[src/sv/rspf_pkg.sv]
// Package for the RSP packet framer and escaper.
// Holds the framing characters, the job descriptor passed from the front to
// the back, and small helper functions. Depends on nothing.
package rspf_pkg;

  localparam logic OP_DATA = 1'b0;
  localparam logic OP_END  = 1'b1;

  localparam logic [7:0] CH_DOLLAR = 8'h24;
  localparam logic [7:0] CH_HASH   = 8'h23;
  localparam logic [7:0] CH_BRACE  = 8'h7D;
  localparam logic [7:0] CH_STAR   = 8'h2A;
  localparam logic [7:0] ESC_XOR   = 8'h20;

  localparam int MAX_BYTES   = 4;
  localparam int QUEUE_DEPTH = 2;

  // One accepted item turned into the list of link bytes it causes.
  typedef struct packed {
    logic [1:0]                     last_idx;
    logic [MAX_BYTES-1:0][7:0]      bytes;
  } job_t;

  typedef struct packed {
    logic empty;
    logic full;
  } q_status_t;

  function automatic logic needs_escape(input logic [7:0] b);
    return (b == CH_BRACE) || (b == CH_DOLLAR) || (b == CH_HASH) || (b == CH_STAR);
  endfunction

  function automatic logic [7:0] hex_char(input logic [3:0] nib);
    logic [7:0] res;
    if (nib < 4'd10) begin
      res = 8'h30 + {4'h0, nib};
    end else begin
      res = 8'h61 + {4'h0, nib} - 8'd10;
    end
    return res;
  endfunction

endpackage

[src/sv/rspf_in_if.sv]
// Input channel of the RSP framer: one payload byte or an end-of-packet mark.
// Uses rspf_pkg for nothing; stands on its own.
interface rspf_in_if;
  logic       valid;
  logic       ready;
  logic       opcode;
  logic [7:0] data_byte;

  modport source (output valid, output opcode, output data_byte, input ready);
  modport sink   (input valid, input opcode, input data_byte, output ready);
endinterface

[src/sv/rspf_out_if.sv]
// Output channel of the RSP framer: one byte of the framed link stream.
// Stands on its own.
interface rspf_out_if;
  logic       valid;
  logic       ready;
  logic [7:0] out_byte;
  logic       last_of_run;

  modport source (output valid, output out_byte, output last_of_run, input ready);
  modport sink   (input valid, input out_byte, input last_of_run, output ready);
endinterface

[src/sv/rsp_packet_framer_escaper_core.sv]
// Top level of the RSP packet framer and escaper: front, job queue and back.
// Depends on rspf_pkg, rspf_in_if, rspf_out_if, rspf_front, rspf_queue, rspf_back.
//
//   channel   | dir | payload                   | handshake
//   in_item   | in  | opcode, data_byte         | valid/ready
//   out_item  | out | out_byte, last_of_run     | valid/ready
//
// The output link moves one byte per cycle while out_item.ready holds; an item
// yields 1 to 4 bytes, 2 for an escaped payload byte (3 if it opens the packet).
// The front takes an item in any cycle the job queue has room; each item is
// written to the job queue, then its bytes go to the back's output register.
// Reset (rst, synchronous) closes any open packet, clears the sum and empties
// the queue. A stalled output holds its byte while the queue keeps filling.
module rsp_packet_framer_escaper_core #(
  parameter int QUEUE_DEPTH = rspf_pkg::QUEUE_DEPTH
) (
  input  logic       clk,
  input  logic       rst,
  rspf_in_if.sink    in_item,
  rspf_out_if.source out_item
);

  rspf_pkg::job_t      wr_job;
  rspf_pkg::job_t      head;
  rspf_pkg::q_status_t q_stat;
  logic                push;
  logic                pop;

  rspf_front u_front (
    .clk     (clk),
    .rst     (rst),
    .in_item (in_item),
    .q_stat  (q_stat),
    .push    (push),
    .job     (wr_job)
  );

  rspf_queue #(
    .DEPTH (QUEUE_DEPTH)
  ) u_queue (
    .clk    (clk),
    .rst    (rst),
    .push   (push),
    .wr_job (wr_job),
    .pop    (pop),
    .head   (head),
    .stat   (q_stat)
  );

  rspf_back u_back (
    .clk      (clk),
    .rst      (rst),
    .head     (head),
    .q_stat   (q_stat),
    .pop      (pop),
    .out_item (out_item)
  );

endmodule

[src/sv/rspf_front.sv]
// Front of the RSP framer: accepts items, keeps the packet state and the
// running sum, and builds the byte list for each item.
// Depends on rspf_pkg and rspf_in_if.
module rspf_front (
  input  logic             clk,
  input  logic             rst,
  rspf_in_if.sink          in_item,
  input  rspf_pkg::q_status_t q_stat,
  output logic             push,
  output rspf_pkg::job_t   job
);

  logic       in_packet;
  logic [7:0] running_sum;
  logic       esc;
  logic [7:0] esc_byte;
  logic [7:0] sum_add;
  logic       is_end;

  assign in_item.ready = !q_stat.full;
  assign push          = in_item.valid && !q_stat.full;
  assign is_end        = (in_item.opcode == rspf_pkg::OP_END);

  assign esc      = rspf_pkg::needs_escape(in_item.data_byte);
  assign esc_byte = in_item.data_byte ^ rspf_pkg::ESC_XOR;
  // The sum covers the payload bytes as they go out on the link, escape marker included; the leading $ is not summed.
  assign sum_add  = esc ? (rspf_pkg::CH_BRACE + esc_byte) : in_item.data_byte;

  always_comb begin
    job = '0;
    priority if (is_end) begin
      if (in_packet) begin
        job.bytes[0] = rspf_pkg::CH_HASH;
        job.bytes[1] = rspf_pkg::hex_char(running_sum[7:4]);
        job.bytes[2] = rspf_pkg::hex_char(running_sum[3:0]);
        job.last_idx = 2'd2;
      end else begin
        job.bytes[0] = rspf_pkg::CH_DOLLAR;
        job.bytes[1] = rspf_pkg::CH_HASH;
        job.bytes[2] = rspf_pkg::hex_char(running_sum[7:4]);
        job.bytes[3] = rspf_pkg::hex_char(running_sum[3:0]);
        job.last_idx = 2'd3;
      end
    end else if (esc) begin
      if (in_packet) begin
        job.bytes[0] = rspf_pkg::CH_BRACE;
        job.bytes[1] = esc_byte;
        job.last_idx = 2'd1;
      end else begin
        job.bytes[0] = rspf_pkg::CH_DOLLAR;
        job.bytes[1] = rspf_pkg::CH_BRACE;
        job.bytes[2] = esc_byte;
        job.last_idx = 2'd2;
      end
    end else begin
      if (in_packet) begin
        job.bytes[0] = in_item.data_byte;
        job.last_idx = 2'd0;
      end else begin
        job.bytes[0] = rspf_pkg::CH_DOLLAR;
        job.bytes[1] = in_item.data_byte;
        job.last_idx = 2'd1;
      end
    end
  end

  always_ff @(posedge clk) begin
    if (rst) begin
      in_packet   <= 1'b0;
      running_sum <= 8'h00;
    end else if (push) begin
      if (is_end) begin
        in_packet   <= 1'b0;
        running_sum <= 8'h00;
      end else begin
        in_packet   <= 1'b1;
        running_sum <= running_sum + sum_add;
      end
    end
  end

  // An end item must leave the packet state closed and the sum cleared.
  a_end_clears: assert property (@(posedge clk) disable iff (rst)
    (push && is_end) |=> (!in_packet && running_sum == 8'h00))
    else $error("packet state not cleared after end item");

endmodule

[src/sv/rspf_queue.sv]
// Short job queue between the front and the back of the RSP framer, so that
// each side can stall on its own. Depends on rspf_pkg.
module rspf_queue #(
  parameter int DEPTH = rspf_pkg::QUEUE_DEPTH
) (
  input  logic                clk,
  input  logic                rst,
  input  logic                push,
  input  rspf_pkg::job_t      wr_job,
  input  logic                pop,
  output rspf_pkg::job_t      head,
  output rspf_pkg::q_status_t stat
);

  localparam int PW = (DEPTH > 1) ? $clog2(DEPTH) : 1;
  localparam int CW = $clog2(DEPTH + 1);

  rspf_pkg::job_t entries [DEPTH];
  logic [PW-1:0]  wr_ptr;
  logic [PW-1:0]  rd_ptr;
  logic [CW-1:0]  count;

  assign head       = entries[rd_ptr];
  assign stat.empty = (count == '0);
  assign stat.full  = (count == CW'(DEPTH));

  always_ff @(posedge clk) begin
    if (push) begin
      entries[wr_ptr] <= wr_job;
    end
  end

  always_ff @(posedge clk) begin
    if (rst) begin
      wr_ptr <= '0;
      rd_ptr <= '0;
      count  <= '0;
    end else begin
      if (push) begin
        wr_ptr <= (wr_ptr == PW'(DEPTH - 1)) ? '0 : wr_ptr + 1'b1;
      end
      if (pop) begin
        rd_ptr <= (rd_ptr == PW'(DEPTH - 1)) ? '0 : rd_ptr + 1'b1;
      end
      unique case ({push, pop})
        2'b10:   count <= count + 1'b1;
        2'b01:   count <= count - 1'b1;
        default: count <= count;
      endcase
    end
  end

  a_no_pop_empty: assert property (@(posedge clk) disable iff (rst)
    pop |-> !stat.empty)
    else $error("job queue popped while empty");

  a_count_bound: assert property (@(posedge clk) disable iff (rst)
    count <= CW'(DEPTH))
    else $error("job queue count beyond depth");

endmodule

[src/sv/rspf_back.sv]
// Back of the RSP framer: walks the head job of the queue one byte per cycle
// when not stalled into the output register. Depends on rspf_pkg, rspf_out_if.
module rspf_back (
  input  logic                clk,
  input  logic                rst,
  input  rspf_pkg::job_t      head,
  input  rspf_pkg::q_status_t q_stat,
  output logic                pop,
  rspf_out_if.source          out_item
);

  logic       o_valid;
  logic [7:0] o_byte;
  logic       o_last;
  logic [1:0] idx;
  logic       load_ok;
  logic       emit;
  logic       at_last;

  assign load_ok = !o_valid || out_item.ready;
  assign emit    = load_ok && !q_stat.empty;
  assign at_last = (idx == head.last_idx);
  assign pop     = emit && at_last;

  assign out_item.valid       = o_valid;
  assign out_item.out_byte    = o_byte;
  assign out_item.last_of_run = o_last;

  always_ff @(posedge clk) begin
    if (rst) begin
      o_valid <= 1'b0;
      idx     <= 2'd0;
    end else if (load_ok) begin
      o_valid <= !q_stat.empty;
      if (emit) begin
        idx <= at_last ? 2'd0 : idx + 2'd1;
      end
    end
  end

  always_ff @(posedge clk) begin
    if (emit) begin
      o_byte <= head.bytes[idx];
      o_last <= at_last;
    end
  end

  // The byte index never runs past the end of the job it is walking.
  a_idx_in_job: assert property (@(posedge clk) disable iff (rst)
    !q_stat.empty |-> (idx <= head.last_idx))
    else $error("byte index beyond end of job");

  // Taking the final byte of a job always returns the index to the start.
  a_idx_wraps: assert property (@(posedge clk) disable iff (rst)
    pop |=> (idx == 2'd0))
    else $error("byte index not reset after job");

endmodule
[src/flat_wrapper.sv]
// flat-port wrapper written by rule: the top's interface ports become plain ports
module rsp_packet_framer_escaper_core_flat 
#(
  parameter int QUEUE_DEPTH = rspf_pkg::QUEUE_DEPTH
)
  (clk, rst, in_item_valid, in_item_opcode, in_item_data_byte, in_item_ready, out_item_valid, out_item_out_byte, out_item_last_of_run, out_item_ready);
  rspf_in_if in_item_i ();
  rspf_out_if out_item_i ();
  input  logic clk;
  input  logic rst;
  input wire logic [$bits(in_item_i.valid)-1:0] in_item_valid;
  input wire logic [$bits(in_item_i.opcode)-1:0] in_item_opcode;
  input wire logic [$bits(in_item_i.data_byte)-1:0] in_item_data_byte;
  output wire logic [$bits(in_item_i.ready)-1:0] in_item_ready;
  output wire logic [$bits(out_item_i.valid)-1:0] out_item_valid;
  output wire logic [$bits(out_item_i.out_byte)-1:0] out_item_out_byte;
  output wire logic [$bits(out_item_i.last_of_run)-1:0] out_item_last_of_run;
  input wire logic [$bits(out_item_i.ready)-1:0] out_item_ready;
  assign in_item_i.valid = in_item_valid;
  assign in_item_i.opcode = in_item_opcode;
  assign in_item_i.data_byte = in_item_data_byte;
  assign in_item_ready = in_item_i.ready;
  assign out_item_valid = out_item_i.valid;
  assign out_item_out_byte = out_item_i.out_byte;
  assign out_item_last_of_run = out_item_i.last_of_run;
  assign out_item_i.ready = out_item_ready;
  rsp_packet_framer_escaper_core #(.QUEUE_DEPTH(QUEUE_DEPTH)) u_core (.clk(clk), .rst(rst), .in_item(in_item_i), .out_item(out_item_i));
endmodule
[config.mk]
export PLATFORM = sky130hd
export DESIGN_NAME = rsp_packet_framer_escaper_core_flat
export DESIGN_NICKNAME = d
export VERILOG_FILES = /design/src/sv/rspf_pkg.sv /design/src/sv/rspf_in_if.sv /design/src/sv/rspf_out_if.sv /design/src/sv/rsp_packet_framer_escaper_core.sv /design/src/sv/rspf_front.sv /design/src/sv/rspf_queue.sv /design/src/sv/rspf_back.sv /design/src/flat_wrapper.sv
export SDC_FILE = /design/constraint.sdc
export NUM_CORES = 1
export LEC_CHECK = 0
export ABC_AREA = 1
export CORE_MARGIN = 2
export CORE_UTILIZATION = 51
export DETAILED_ROUTE_END_ITERATION = 8
export DONT_BUFFER_PORTS = 1
export HOLD_SLACK_MARGIN = 0.02
export PLACE_DENSITY = 0.66
export SETUP_SLACK_MARGIN = 0.4
export SLEW_MARGIN = 20
export SYNTH_ARGS = -nofsm -noshare
export SYNTH_HDL_FRONTEND = slang
export SYNTH_SLANG_ARGS = --single-unit
[constraint.sdc]
create_clock -name clk -period 3.09 [get_ports clk]
set_input_delay 0.4635 -clock clk [delete_from_list [all_inputs] [get_ports clk]]
set_output_delay 0.4635 -clock clk [all_outputs]
set_load 0.01 [all_outputs]
**After elaboration in Yosys (flattened, before gate mapping)**

Memory sizes are Yosys's and may differ from the RTL's. A register that Yosys moved wholly into a read port is not among the register bits.
Index checks and enable logic that the tools add are counted.

- Latch bits: 0
- Memory bits (writable): 68
- Memories kept: 1
- ROM bits: 0
- Flip-flop bits (word level): 25
- Input bits: 13
- Word-level logic and storage cells: 78

Memory list:

| memory | depth | width | read ports | clocked after Yosys merged registers in | write ports | RTL line | text |
|---|---|---|---|---|---|---|---|
| u_core.u_queue.entries | 2 | 34 | 1 | 1 | 1 | rspf_queue.sv:18 | `rspf_pkg::job_t entries [DEPTH];` |

- Mux-type cells: 30
- Equal/unequal tests: 8
- Bitwise gates (word level): 1
- Reductions and logical operators: 13
- $add $sub $neg: 13
- Divide/modulo/power cells: 0
- Shift-type cells: 0
- $lt $le $gt $ge: 3
- Multipliers: 0

Operator list:

| kind | count |
|---|---|
| $mux W8 | 11 |
| $mux W24 | 2 |
| $mux W16 | 2 |
| $eq A8 B6 Y1 const B | 3 |
| $add A7 B4 Y8 const A | 2 |
| $bmux W8 S2 | 1 |
| $sub A8 B4 Y8 const B | 2 |
| $add A6 B4 Y7 const A | 2 |
| $mux W1 | 9 |
| $add A7 B8 Y8 const A | 1 |
| $add A8 B8 Y8 | 1 |
| $eq A8 B7 Y1 const B | 1 |
| $lt A4 B4 Y1 const B | 2 |
| $mux W2 | 4 |
| $add A2 B1 Y2 const B | 2 |
| $eq A2 B2 Y1 const B | 2 |
| $logic_or A1 B1 Y1 | 4 |
| $pmux W2 S2 | 1 |
| $logic_and A1 B1 Y1 | 3 |
| $logic_not A1 Y1 | 3 |
| $lt A2 B3 Y1 const B | 1 |
| $add A1 B1 Y1 const B | 2 |
| $eq A2 B1 Y1 const B | 1 |
| $eq A2 B2 Y1 | 1 |
| other kinds (5) | 5 |

**Longest topological paths before layout**

Gate-level depths: netlist of run 1.

- Word-level depth: 7
- Mapped depth: 22

**Cells and area by module**

A second synthesis of run 1 with hierarchy kept.

- Cell total of the unflattened synthesis: 464
- Area, all modules: 5004.8 sq um

By module, submodules not included:

| module | area each (sq um) | sequential area each (sq um) | instances | cells an instance |
|---|---|---|---|---|
| rspf_queue | 2834.0 | 2142.1 | 1 | 139 |
| rspf_front | 1456.4 | 180.2 | 1 | 239 |
| rspf_back | 714.4 | 330.3 | 1 | 86 |

**Least setup slack after synthesis of run 1**

Ideal clock, no wire load.

- Path type: reg-to-reg
- Start point: register u_core.u_queue.count[0]
- End point: memory u_core.u_queue.entries[1][0] (netlist name), enable pin
- Cell stages (with the launch flop): 6
- Setup time: 0.425 ns
- Required time: 2.665 ns
- Arrival: 2.262 ns
- Period minus slack after synthesis: 2.686 ns
- Setup slack: 0.404 ns
- Buffers on the path: 1
- Cells stage by stage: dfxtp_1 -> inv_1 -> nand2_1 -> nand2_1 -> buf_2 -> nor2_1

- Word-level cells in the longest chain between the ends: 5

Ends and longest elaborated chain:

| what | RTL line | text |
|---|---|---|
| from (decl) | rspf_queue.sv:21 | `logic [CW-1:0] count;` |
| from (signal assigned) | rspf_queue.sv:46 | `2'b10: count <= count + 1'b1;` |
| from (signal assigned) | rspf_queue.sv:47 | `2'b01: count <= count - 1'b1;` |
| from (signal assigned) | rspf_queue.sv:48 | `default: count <= count;` |
| $eq A2 B2 Y1 | rspf_queue.sv:25 | `assign stat.full = (count == CW'(DEPTH));` |
| $logic_not A1 Y1 | n/a |  |
| net in_item_ready | flat_wrapper.sv:14 | `output wire logic [$bits(in_item_i.ready)-1:0] in_item_ready;` |
| $logic_and A1 B1 Y1 | rspf_front.sv:21 | `assign push = in_item.valid && !q_stat.full;` |
| $mux W1 | rspf_queue.sv:28 | `if (push) begin` |
| $mux W1 (not written as such) | rspf_queue.sv:29 | `entries[wr_ptr] <= wr_job;` |
| to (decl) | rspf_queue.sv:18 |  |

The timed path passes the listed nets, and every way through them passes these cells.

**Worst setup path in the final report of run 1**

- Start point: input in_item_data_byte[1]
- End point: register u_core.u_front.running_sum[6]

- Word-level cells in the longest chain between the ends: 7
- Elaborated cells on any way between the ends: 11

Ends and longest elaborated chain:

| what | RTL line | text |
|---|---|---|
| from (decl) | flat_wrapper.sv:13 | `input wire logic [$bits(in_item_i.data_byte)-1:0] in_item_data_byte;` |
| branches (longest 4 deep; another with $add A7 B8 Y8) | n/a |  |
| $mux W8 * | rspf_front.sv:27 | `assign sum_add = esc ? (rspf_pkg::CH_BRACE + esc_byte) : in_item.data_byte;` |
| $add A8 B8 Y8 * | rspf_front.sv:77 | `running_sum <= running_sum + sum_add;` |
| $mux W8 * | rspf_front.sv:72 | `if (is_end) begin` |
| to (signal assigned) | rspf_front.sv:77 |  |
| to (decl) | rspf_front.sv:14 | `logic [7:0] running_sum;` |

Mark *: on every way between the ends.
A chain may end at the register's enable or synchronous reset.

==> summary.md, run 1 <==
| Metric | Value |
|---|---|
| Yosys warning total | `0` |
| Post-synthesis area per instance | `9.622 sq um` |
| Routed vias/inst | `5.507` |
| Vert. Die Dim | `98.57 microns` |
| Setup crit end kind | `flop` |
| Layout cell share with drive strength beyond 1 | `0.1054` |
| Main area contributors after synthesis | `edfxtp_1, dfxtp_1, nor2_1, o21ai_0, nand2_1` |
| Top post-synthesis cells by count | `edfxtp_1, nor2_1, nand2_1` |
| Largest net degree at the start of global routing | `35` |
| DR vias | `3260` |
| Final total power | `3.239 mW` |
| Port Buffers | `0` |
| Detailed-route wire length | `9528 microns` |
| Post-synthesis sequential area ratio | `0.5684` |
| Fmax | `0.4090 GHz` |
| Site Rows | `34` |
| Clk Latency, worst-skew pair | `0.36 ns` |
| FILL cells | `754` |
| Setup Skew | `0.008735 ns` |
| First-pass GRT wire length | `15730 microns` |
| Status | `completed` |
| WP data required | `3.34 ns` |
| Post-synthesis cell type count | `42` |
| Final Slew Violations | `0` |
| IO Count | `24` |
| Ys flop type | `edfxtp_1` |
| Wire per inst | `16.09 microns` |
| MaxCap Viol Count | `0` |
| Max FO, Critical Path | `8` |
| Setup tns final | `0 ns` |
| Synthesized area | `0.004561 sq mm` |
| Iter 0 DRT Violations | `249` |
| Inserted Clock Buffers | `9` |
| Post-route DRC | `0` |
| RD Place Congestion | `0.8639` |
| Die Wd | `98.57 microns` |
| Die ar. | `0.009715 sq mm` |
| Sink Count | `92` |
| Peak VDD IR | `0.2689 mV` |
| Core Region | `0.008678 sq mm` |
| Clock tree buffer depth | `2` |
| Clk slew on worst S/H paths | `0.08 ns` |
| Design Area, Final | `0.004891 sq mm` |
| Actual slew at the worst max-slew pin | `0.5862 ns` |
| Leading area contributor after synthesis | `edfxtp_1` |
| Starting density of the core | `0.5255` |
| Area delta synth->final | `7.243%` |
| Clk root buf | `clkbuf_8` |
| Synth Register Bits | `92` |
| Syn Inst Count | `474` |
| Ys async rst share | `0` |
| Initial antenna violation count | `0` |
| RSZ-0062 raised after global routing | `no` |
| Final Critical Period | `2.445 ns` |
| Final worst-path cycle share | `0.7913` |
| H-Tree Depth | `3` |
| Final setup fails | `0` |
| Vias in the first global route | `3051` |
| Drt first pass iters | `4` |
| Post-DP HPWL | `6589 microns` |
| Global Route Usage Sum | `0.2079` |
| TritonCTS clock tree | `yes` |
| Diode count | `0` |
| Slew HR | `0.6083` |
| Global route overflow | `0` |
| Final Hold Fails | `0` |
| CP Class | `in2reg` |
| Worst Path Arrival | `2.69 ns` |
| Routed Antenna Nets | `0` |
| Leak Pwr | `1.882 nW` |
| Post-synth EDFFs | `75` |
| DP Area | `0.004667 sq mm` |
| Cts hold-fix bufs | `0` |
| Nets@finish | `508` |
| Power Density | `662.3 mW/mm^2` |
| Synth top area share | `0.4938` |
| CP Launch Type | `input port` |
| HP Class | `in2reg` |
==> per-layer routing <==
layer,global-route usage,vias up,share of wire
met5,0,-,0
met4,0.06955,0,0.021
met3,0.04894,16,0.049
met2,0.3150,94,0.46
met1,0.2975,1518,0.47
li1,-,1632,-
==> power breakdown <==
| part | total (mW) | internal, mW | switching, mW | leakage, nW |
|---|---|---|---|---|
| combinational | 0.821 | 0.262 | 0.559 | 0.950 |
| sequential | 1.69 | 1.59 | 0.101 | 0.844 |
| clock | 0.725 | 0.295 | 0.431 | 0.0872 |
| total | 3.24 | 2.15 | 1.09 | 1.88 |
==> metrics by stage <==
step                  util  std cells  setup WS, ns  hold WS (ns)
floorplan                -        475        0.4038        0.4583
detailed placement  0.5378        571        0.2314        0.4781
CTS                 0.5580        587        0.6138        0.1453
global placement    0.5378        571        0.3431        0.4687
global route        0.5636        592        0.3791        0.1307
finish              0.5636        592        0.6450        0.1637
==> area by class of cell <==
| type | instances | area, sq um | area share |
|---|---|---|---|
| clock buffer | 9 | 123.9 | 0.02533 |
| clock inverter | 7 | 51.30 | 0.01049 |
| inverter | 55 | 206.4 | 0.04221 |
| multi-input combinational | 309 | 1692 | 0.3459 |
| sequential | 92 | 2592 | 0.5301 |
| tap | 108 | 135.1 | 0.02763 |
| timing repair buffer | 12 | 90.09 | 0.01842 |
==> cells by family after synthesis <==
kind of cell	synth area share
other cells	0.0008223
compound gates	0.1462
flops	0.5685
fa+ha+maj	0.04554
xor+xnor	0.01536
simple gates	0.1586
buf+inv	0.06502
==> layout by cell type (no fill, tap or decap), types with 2 or more instances in the layout <==
cell	netlist	layout
edfxtp_1	75	75
nor2_1	75	73
nand2_1	63	63
o21ai_0	52	52
inv_1	50	50
a21oi_1	24	24
dfxtp_1	17	17
ha_1	15	14
buf_4	0	12
nand3_1	11	11
o22ai_1	9	9
clkbuf_8	0	9
xor2_1	7	7
a31oi_1	7	7
o221ai_1	6	6
inv_2	4	4
nor2_2	2	4
nor2_4	3	3
o211ai_1	3	3
nor3_1	3	3
a22oi_1	3	3
o21a_1	3	3
clkinv_4	0	3
clkinv_1	1	2
nand3_2	2	2
o21ai_2	2	2
or2_2	2	2
nand2_2	2	2
conb_1	1	2
==> registers in the layout, summed over array words and instances, names as in the netlist, named ones only <==
register and cells:
u_core.u_queue.entries 66, u_core.u_back.out_item.out_byte 8, u_core.u_front.running_sum 8, u_core.u_back.idx 2
u_core.u_queue.count 2, u_core.u_back.out_item.last_of_run 1, u_core.u_back.out_item.valid 1, u_core.u_front.in_packet 1
u_core.u_queue.rd_ptr 1, u_core.u_queue.wr_ptr 1
==> final timing paths <==
path | from | to | slack [ns] | cells after the start
max | in_item_data_byte[1] | u_core.u_front.running_sum[6]$_SDFFE_PP0P_ | 0.64 | 22
min | rst | u_core.u_front.running_sum[7]$_SDFFE_PP0P_ | 0.16 | 1
max reg2reg | flop | u_core.u_queue.count[1]$_SDFFE_PP0P_ | 0.89 | 11
min reg2reg | u_core.u_queue.count[1]$_SDFFE_PP0P_ | u_core.u_queue.count[1]$_SDFFE_PP0P_ | 0.50 | 2
==> critical path, stage by stage <==
cell	delay, ns
inv_1	0.09
ha_1	0.15
nand2_1	0.05
nand3_1	0.09
nand3_2	0.13
nand2_8	0.13
inv_2	0.05
nand2_1	0.09
nand2_1	0.06
inv_1	0.07
ha_2	0.18
inv_1	0.05
fa_1	0.39
nand3b_1	0.17
nand2_1	0.10
nand2_1	0.05
nand2_1	0.05
nand2_1	0.04
nand2_1	0.07
a21oi_1	0.05
o21ai_0	0.07
a21oi_1	0.08
==> what timing repair did <==
action | in CTS | in global routing
buffers inserted | 0 | 5
setup endpoints to repair | 0 | 1
gates resized for setup | 0 | 2
Note: power is estimated with default switching activity, not from simulation.
==> run 2, diff against run 1 <==
clock period = 2.33 ns   (was 3.09 ns; I/O delays follow)
==> summary.md, run 2 (synthesized netlist as in run 1, its figures left out) <==
| Metric | Value |
|---|---|
| Status | `completed` |
| Reg2reg setup slack | `0.39 ns` |
| Area delta synth->final | `15.88%` |
| Commonest cells after routing, fill and taps aside | `edfxtp_1, nor2_1, nand2_1, o21ai_0, inv_1` |
| Starting density of the core | `0.5255` |
| Critical path, cell by cell | `clkinv_16, ha_4, nand2_2, nand3_2, nand3_4, nand2_4, inv_4, nand2_2, nand2_1, inv_1, ha_2, inv_2, fa_2, nand3b_1, nand2_1, nand2_1, nand2_1, nand2_1, nand2_1, a21oi_1, o21ai_1, a21oi_1` |
| Worst Path Arrival | `2.24 ns` |
| Clk Latency, worst-skew pair | `0.35 ns` |
| Drt first pass iters | `5` |
| Setup crit end kind | `flop` |
| Final Critical Period | `1.991 ns` |
| TritonCTS clock tree | `yes` |
| Routed vias/inst | `5.493` |
| Largest register FFs | `66` |
| Worst path slowest cell | `fa_2` |
| CP Class | `in2reg` |
| Leak Pwr | `2.030 nW` |
| Clock tree buffer depth | `2` |
| Actual slew at the worst max-slew pin | `0.5242 ns` |
| Detailed-route wire length | `10330 microns` |
| Clk root buf | `clkbuf_8` |
| Vert. Die Dim | `98.57 microns` |
| Core Region | `0.008678 sq mm` |
| RD Place Congestion | `0.8778` |
| Initial antenna violation count | `0` |
| Final Hold Fails | `0` |
| PnR worst setup slack | `0.3386 ns` |
| Post-Route Utilization | `0.6090` |
| Most common cell after layout, fill and taps aside | `edfxtp_1` |
| Slew HR | `0.6497` |
| MaxCap Viol Count | `0` |
| Post-route DRC | `0` |
| First-pass GRT wire length | `16380 microns` |
| Global Route Usage Sum | `0.2165` |
| Wire per inst | `16.80 microns` |
| Fmax | `0.5022 GHz` |
| CP Launch Type | `input port` |
| Global route overflow | `0` |
| WP data required | `2.58 ns` |
| Most flops, register | `u_core.u_queue.entries` |
| IO Count | `24` |
| Sink Count | `92` |
| Max FO, Critical Path | `5` |
| Final setup fails | `0` |
| Inserted Clock Buffers | `9` |
| DR vias | `3378` |
| Nets@finish | `531` |
| Final total power | `4.643 mW` |
| Largest net degree at the start of global routing | `35` |
| Setup tns final | `0 ns` |
| Diode count | `0` |
| HP Class | `in2reg` |
| Slowest stage delay, CP | `0.33 ns` |
| Final Slew Violations | `0` |
| Site Rows | `34` |
| Iter 0 DRT Violations | `203` |
| Worst path top cell family by delay | `simple AND/OR/NAND/NOR gates` |
| Final worst-path cycle share | `0.8547` |
| Peak VDD IR | `0.3734 mV` |
| Routed Antenna Nets | `0` |
| Layout cell share with drive strength beyond 1 | `0.2012` |
| Vias in the first global route | `3293` |
| Clk slew on worst S/H paths | `0.09 ns` |
| Post-DP HPWL | `7142 microns` |
| Die ar. | `0.009715 sq mm` |
| Setup Skew | `0.01043 ns` |
| RSZ-0062 raised after global routing | `yes` |
| DP Worst Slack | `-0.05770 ns` |
| Port Buffers | `0` |
| Bufs and invs on worst path | `4` |
| H-Tree Depth | `3` |
| Die Wd | `98.57 microns` |
| Power Density | `878.6 mW/mm^2` |
| Crit path top cell by count | `nand2_1` |
-- run 2: changes by cell type in the layout (fill, tap and decap cells not counted), sizes merged --
cell,delta
dlygate4sd3,+1
clkinv,-1
buf,+21
clkinvlp,+2
inv,-3
nand2,+1
bufinv,+2
-- run 2: worst register-to-register path: stages, from the launching register on --
cell and delay (ns):
dfxtp_2 0.36, buf_4 0.18, nand2_1 0.07, nand2_1 0.08, xor2_1 0.14, nand2_1 0.14
nor2_4 0.18, ha_1 0.27, a21oi_1 0.11, o21ai_0 0.11, o21ai_1 0.14, a21oi_1 0.05
-- run 2: final timing paths --
check | start | endpoint | depth (start not counted)
max | in_item_data_byte[0] | u_core.u_front.running_sum[6]$_SDFFE_PP0P_ | 22
min | rst | u_core.u_front.running_sum[6]$_SDFFE_PP0P_ | 1
max reg2reg | flop | u_core.u_queue.count[1]$_SDFFE_PP0P_ | 11
min reg2reg | u_core.u_queue.rd_ptr$_SDFFE_PP0P_ | u_core.u_queue.rd_ptr$_SDFFE_PP0P_ | 1
-- run 2: per-layer routing --
| layer | track usage | routed length, microns | vias to the layer above |
|---|---|---|---|
| met3 | 0.04752 | 441 | 15 |
| li1 | - | - | 1675 |
| met4 | 0.06955 | 169 | 0 |
| met5 | 0 | 0 | - |
| met1 | 0.2991 | 4801 | 1616 |
| met2 | 0.3443 | 4918 | 72 |
-- run 2: repair_timing --
action / CTS / global route
setup buffers: 3 / 4
cloned: 1 / 0
endpoints found under the hold margin: 0 / 1
pin swaps: 6 / 11
setup endpoints to repair: 3 / 73
hold buffers: 0 / 1
resized for setup: 5 / 25
-- run 2: area by class of cell --
type	instances	area [sq um]
Clock inverter	7	98.84
Timing Repair Buffer	34	265.3
Sequential cell	92	2594
Tap cell	108	135.1
Multi-Input combinational cell	310	1818
Fill cell	756	3393
Clock buffer	9	123.9
Inverter	55	250.2
-- run 2: power by group --
| group | internal [mW] | total (mW) | switching, mW |
|---|---|---|---|
| Clock | 0.610 | 1.18 | 0.569 |
| Combinational | 0.412 | 1.22 | 0.805 |
| Sequential | 2.11 | 2.25 | 0.137 |
-- run 2: stage by stage --
stage	instance area, sq um	hold slack, ns	std cells
floorplan	4652	0.4633	475
global placement	4892	0.4157	590
detailed placement	4892	0.4156	590
CTS	5161	0.02738	610
global route	5285	0.02592	615
finish	5285	0.05045	615
==> run 3, diff against run 2 <==
PLACE_DENSITY = 0.69   (was 0.66)
clock period = 1.7 ns   (was 2.33 ns; I/O delays follow)
==> summary.md, run 3 (synthesized netlist as in run 1, its figures left out) <==
| Metric | Value |
|---|---|
| Design Area, Final | `0.006580 sq mm` |
| Final Hold Fails | `10` |
| Core Region | `0.008678 sq mm` |
| Drt first pass iters | `5` |
| Clock network fraction of total power | `0.216` |
| WP data required | `2.01 ns` |
| Wire per inst | `22.46 microns` |
| Area delta synth->final | `44.28%` |
| Final setup fails | `6` |
| CP Launch Type | `input port` |
| Most common cell after layout, fill and taps aside | `edfxtp_1` |
| Die ar. | `0.009715 sq mm` |
| Largest net degree at the start of global routing | `32` |
| Global route overflow | `0` |
| Int Pwr | `4.850 mW` |
| Detailed-route wire length | `14960 microns` |
| DP Area | `0.005147 sq mm` |
| Multi-input logic area | `0.002283 sq mm` |
| Starting density of the core | `0.5255` |
| Fmax | `0.5166 GHz` |
| Die Wd | `98.57 microns` |
| Nets@finish | `582` |
| Site Rows | `34` |
| Leak Pwr | `2.478 nW` |
| CP Class | `in2reg` |
| Final Critical Period | `1.936 ns` |
| Violated checks | `hold timing, setup timing` |
| Register Area | `0.002618 sq mm` |
| PnR worst setup slack | `-0.2356 ns` |
| Sink Count | `92` |
| Largest register FFs | `66` |
| IO Count | `24` |
| Port Buffers | `0` |
| Setup Skew | `0.009102 ns` |
| First-pass GRT wire length | `19610 microns` |
| Commonest cells after routing, fill and taps aside | `edfxtp_1, nor2_1, nand2_1, buf_4, inv_1` |
| Vert. Die Dim | `98.57 microns` |
| Switch share | `0.3612` |
| Setup crit end kind | `flop` |
| Reg power frac | `0.417` |
| Max FO, Critical Path | `6` |
| Clk Latency, worst-skew pair | `0.37 ns` |
| Peak VDD IR | `0.4856 mV` |
| Initial antenna violation count | `0` |
| Layout cell share with drive strength beyond 1 | `0.4283` |
| TritonCTS clock tree | `yes` |
| Diode count | `0` |
| Vias in the first global route | `3765` |
| Iter 0 DRT Violations | `500` |
| Post-route DRC | `0` |
| Cts hold-fix bufs | `1` |
| Worst Path Arrival | `2.24 ns` |
| MaxCap Viol Count | `0` |
| RD Place Congestion | `0.9008` |
| Combinational share of power | `0.367` |
| Status | `finished with violations` |
| RSZ-0062 raised after global routing | `yes` |
| Power Density | `1154 mW/mm^2` |
| Global Route Usage Sum | `0.2624` |
| Most flops, register | `u_core.u_queue.entries` |
| Inserted Clock Buffers | `9` |
| Routed Antenna Nets | `0` |
| Clk root buf | `clkbuf_8` |
| Worst hold margin | `-0.07341 ns` |
| Final total power | `7.593 mW` |
| DR vias | `4030` |
| Routed vias/inst | `6.051` |
| HP Class | `in2reg` |
| Post-DP HPWL | `7264 microns` |
| Net Switching | `2.742 mW` |
| FILL cells | `500` |
| Clk slew on worst S/H paths | `0.10 ns` |
| Clock tree buffer depth | `2` |
| H-Tree Depth | `3` |
| Final Slew Violations | `0` |
| Final worst-path cycle share | `1.139` |
## run 3: cell types whose count changed in the layout (fill, tap and decap cells not counted), moves of 7 or more
cell / delta
o21ai_1: +12
o21ai_0: -31
o21ai_2: +14
dfxtp_2: +7
nor2_2: +7
nor2_1: -15
inv_2: +8
nor2_4: +8
buf_4: +10
buf_12: +8
buf_16: +7
dfxtp_1: -11
inv_1: -10
buf_6: +20
## run 3: cell type report
cell class                      instances  area share
Timing Repair Buffer                   86      0.1631
Inverter                               55     0.03860
Multi-Input combinational cell        309      0.3470
Clock buffer                            9     0.01882
Sequential cell                        92      0.3978
Tap cell                              108     0.02054
Clock inverter                          7     0.01407
## run 3: path summary, 6_finish.rpt
check | start | cells after the start | slack (ns) | end
worst max-delay path | in_item_data_byte[1] | 18 | -0.24 | u_core.u_front.running_sum[5]$_SDFFE_PP0P_
worst min-delay path | rst | 1 | -0.07 | u_core.u_front.running_sum[7]$_SDFFE_PP0P_
worst max register to register | flop | 11 | -0.15 | u_core.u_queue.count[1]$_SDFFE_PP0P_
worst min register to register | u_core.u_front.running_sum[4]$_SDFFE_PP0P_ | 2 | 0.53 | u_core.u_front.running_sum[4]$_SDFFE_PP0P_
## run 3: critical path, stage by stage
cell      delay (ns)
inv_6           0.04
ha_4            0.12
nand2_2         0.06
nand3_2         0.07
nand3_2         0.10
nand2_4         0.14
nand2_2         0.06
xor2_1          0.17
inv_1           0.10
ha_4            0.26
a21oi_2         0.15
nand2_2         0.10
nand2_1         0.07
nand2_1         0.06
a21oi_2         0.13
nand2b_1        0.11
nand3_1         0.08
a21oi_2         0.14
## run 3: power groups by stage
stage	logic, mW	clock network (mW)	registers [mW]
after floorplan	1.20	0	3.12
after global placement	1.65	0	3.14
after detailed placement	1.71	0	3.16
after CTS	2.21	1.61	3.12
after global routing	2.95	1.72	3.20
final	2.78	1.64	3.17
## run 3: stage by stage
step	setup TNS, ns	instances	setup WS (ns)	hold WS (ns)	utilization
floorplan	-1.832	475	-0.4897	0.4217	-
global placement	-2.627	607	-0.5017	0.3220	0.5931
detailed placement	-3.013	607	-0.5860	0.3236	0.5931
CTS	-0.2701	652	-0.1552	-0.07571	0.6864
global route	-1.756	666	-0.4274	-0.07788	0.7582
finish	-0.9090	666	-0.2356	-0.07341	0.7582
## run 3: routing by layer
metal / up-vias / routed length, microns / global-route usage
met3: 74 / 1213 / 0.04681
met2: 241 / 7384 / 0.4401
met1: 1930 / 5518 / 0.3321
met5: - / 0 / 0
met4: 0 / 846 / 0.1222
li1: 1785 / - / -
## run 3: repair_timing
| item | 4_1_cts | 5_1_grt |
|---|---|---|
| setup endpoints to repair | 120 | 124 |
| gates cloned | 7 | 5 |
| pin swaps | 17 | 52 |
| hold endpoints to repair | 14 | 12 |
| setup buffers | 21 | 9 |
| resized for setup | 72 | 117 |
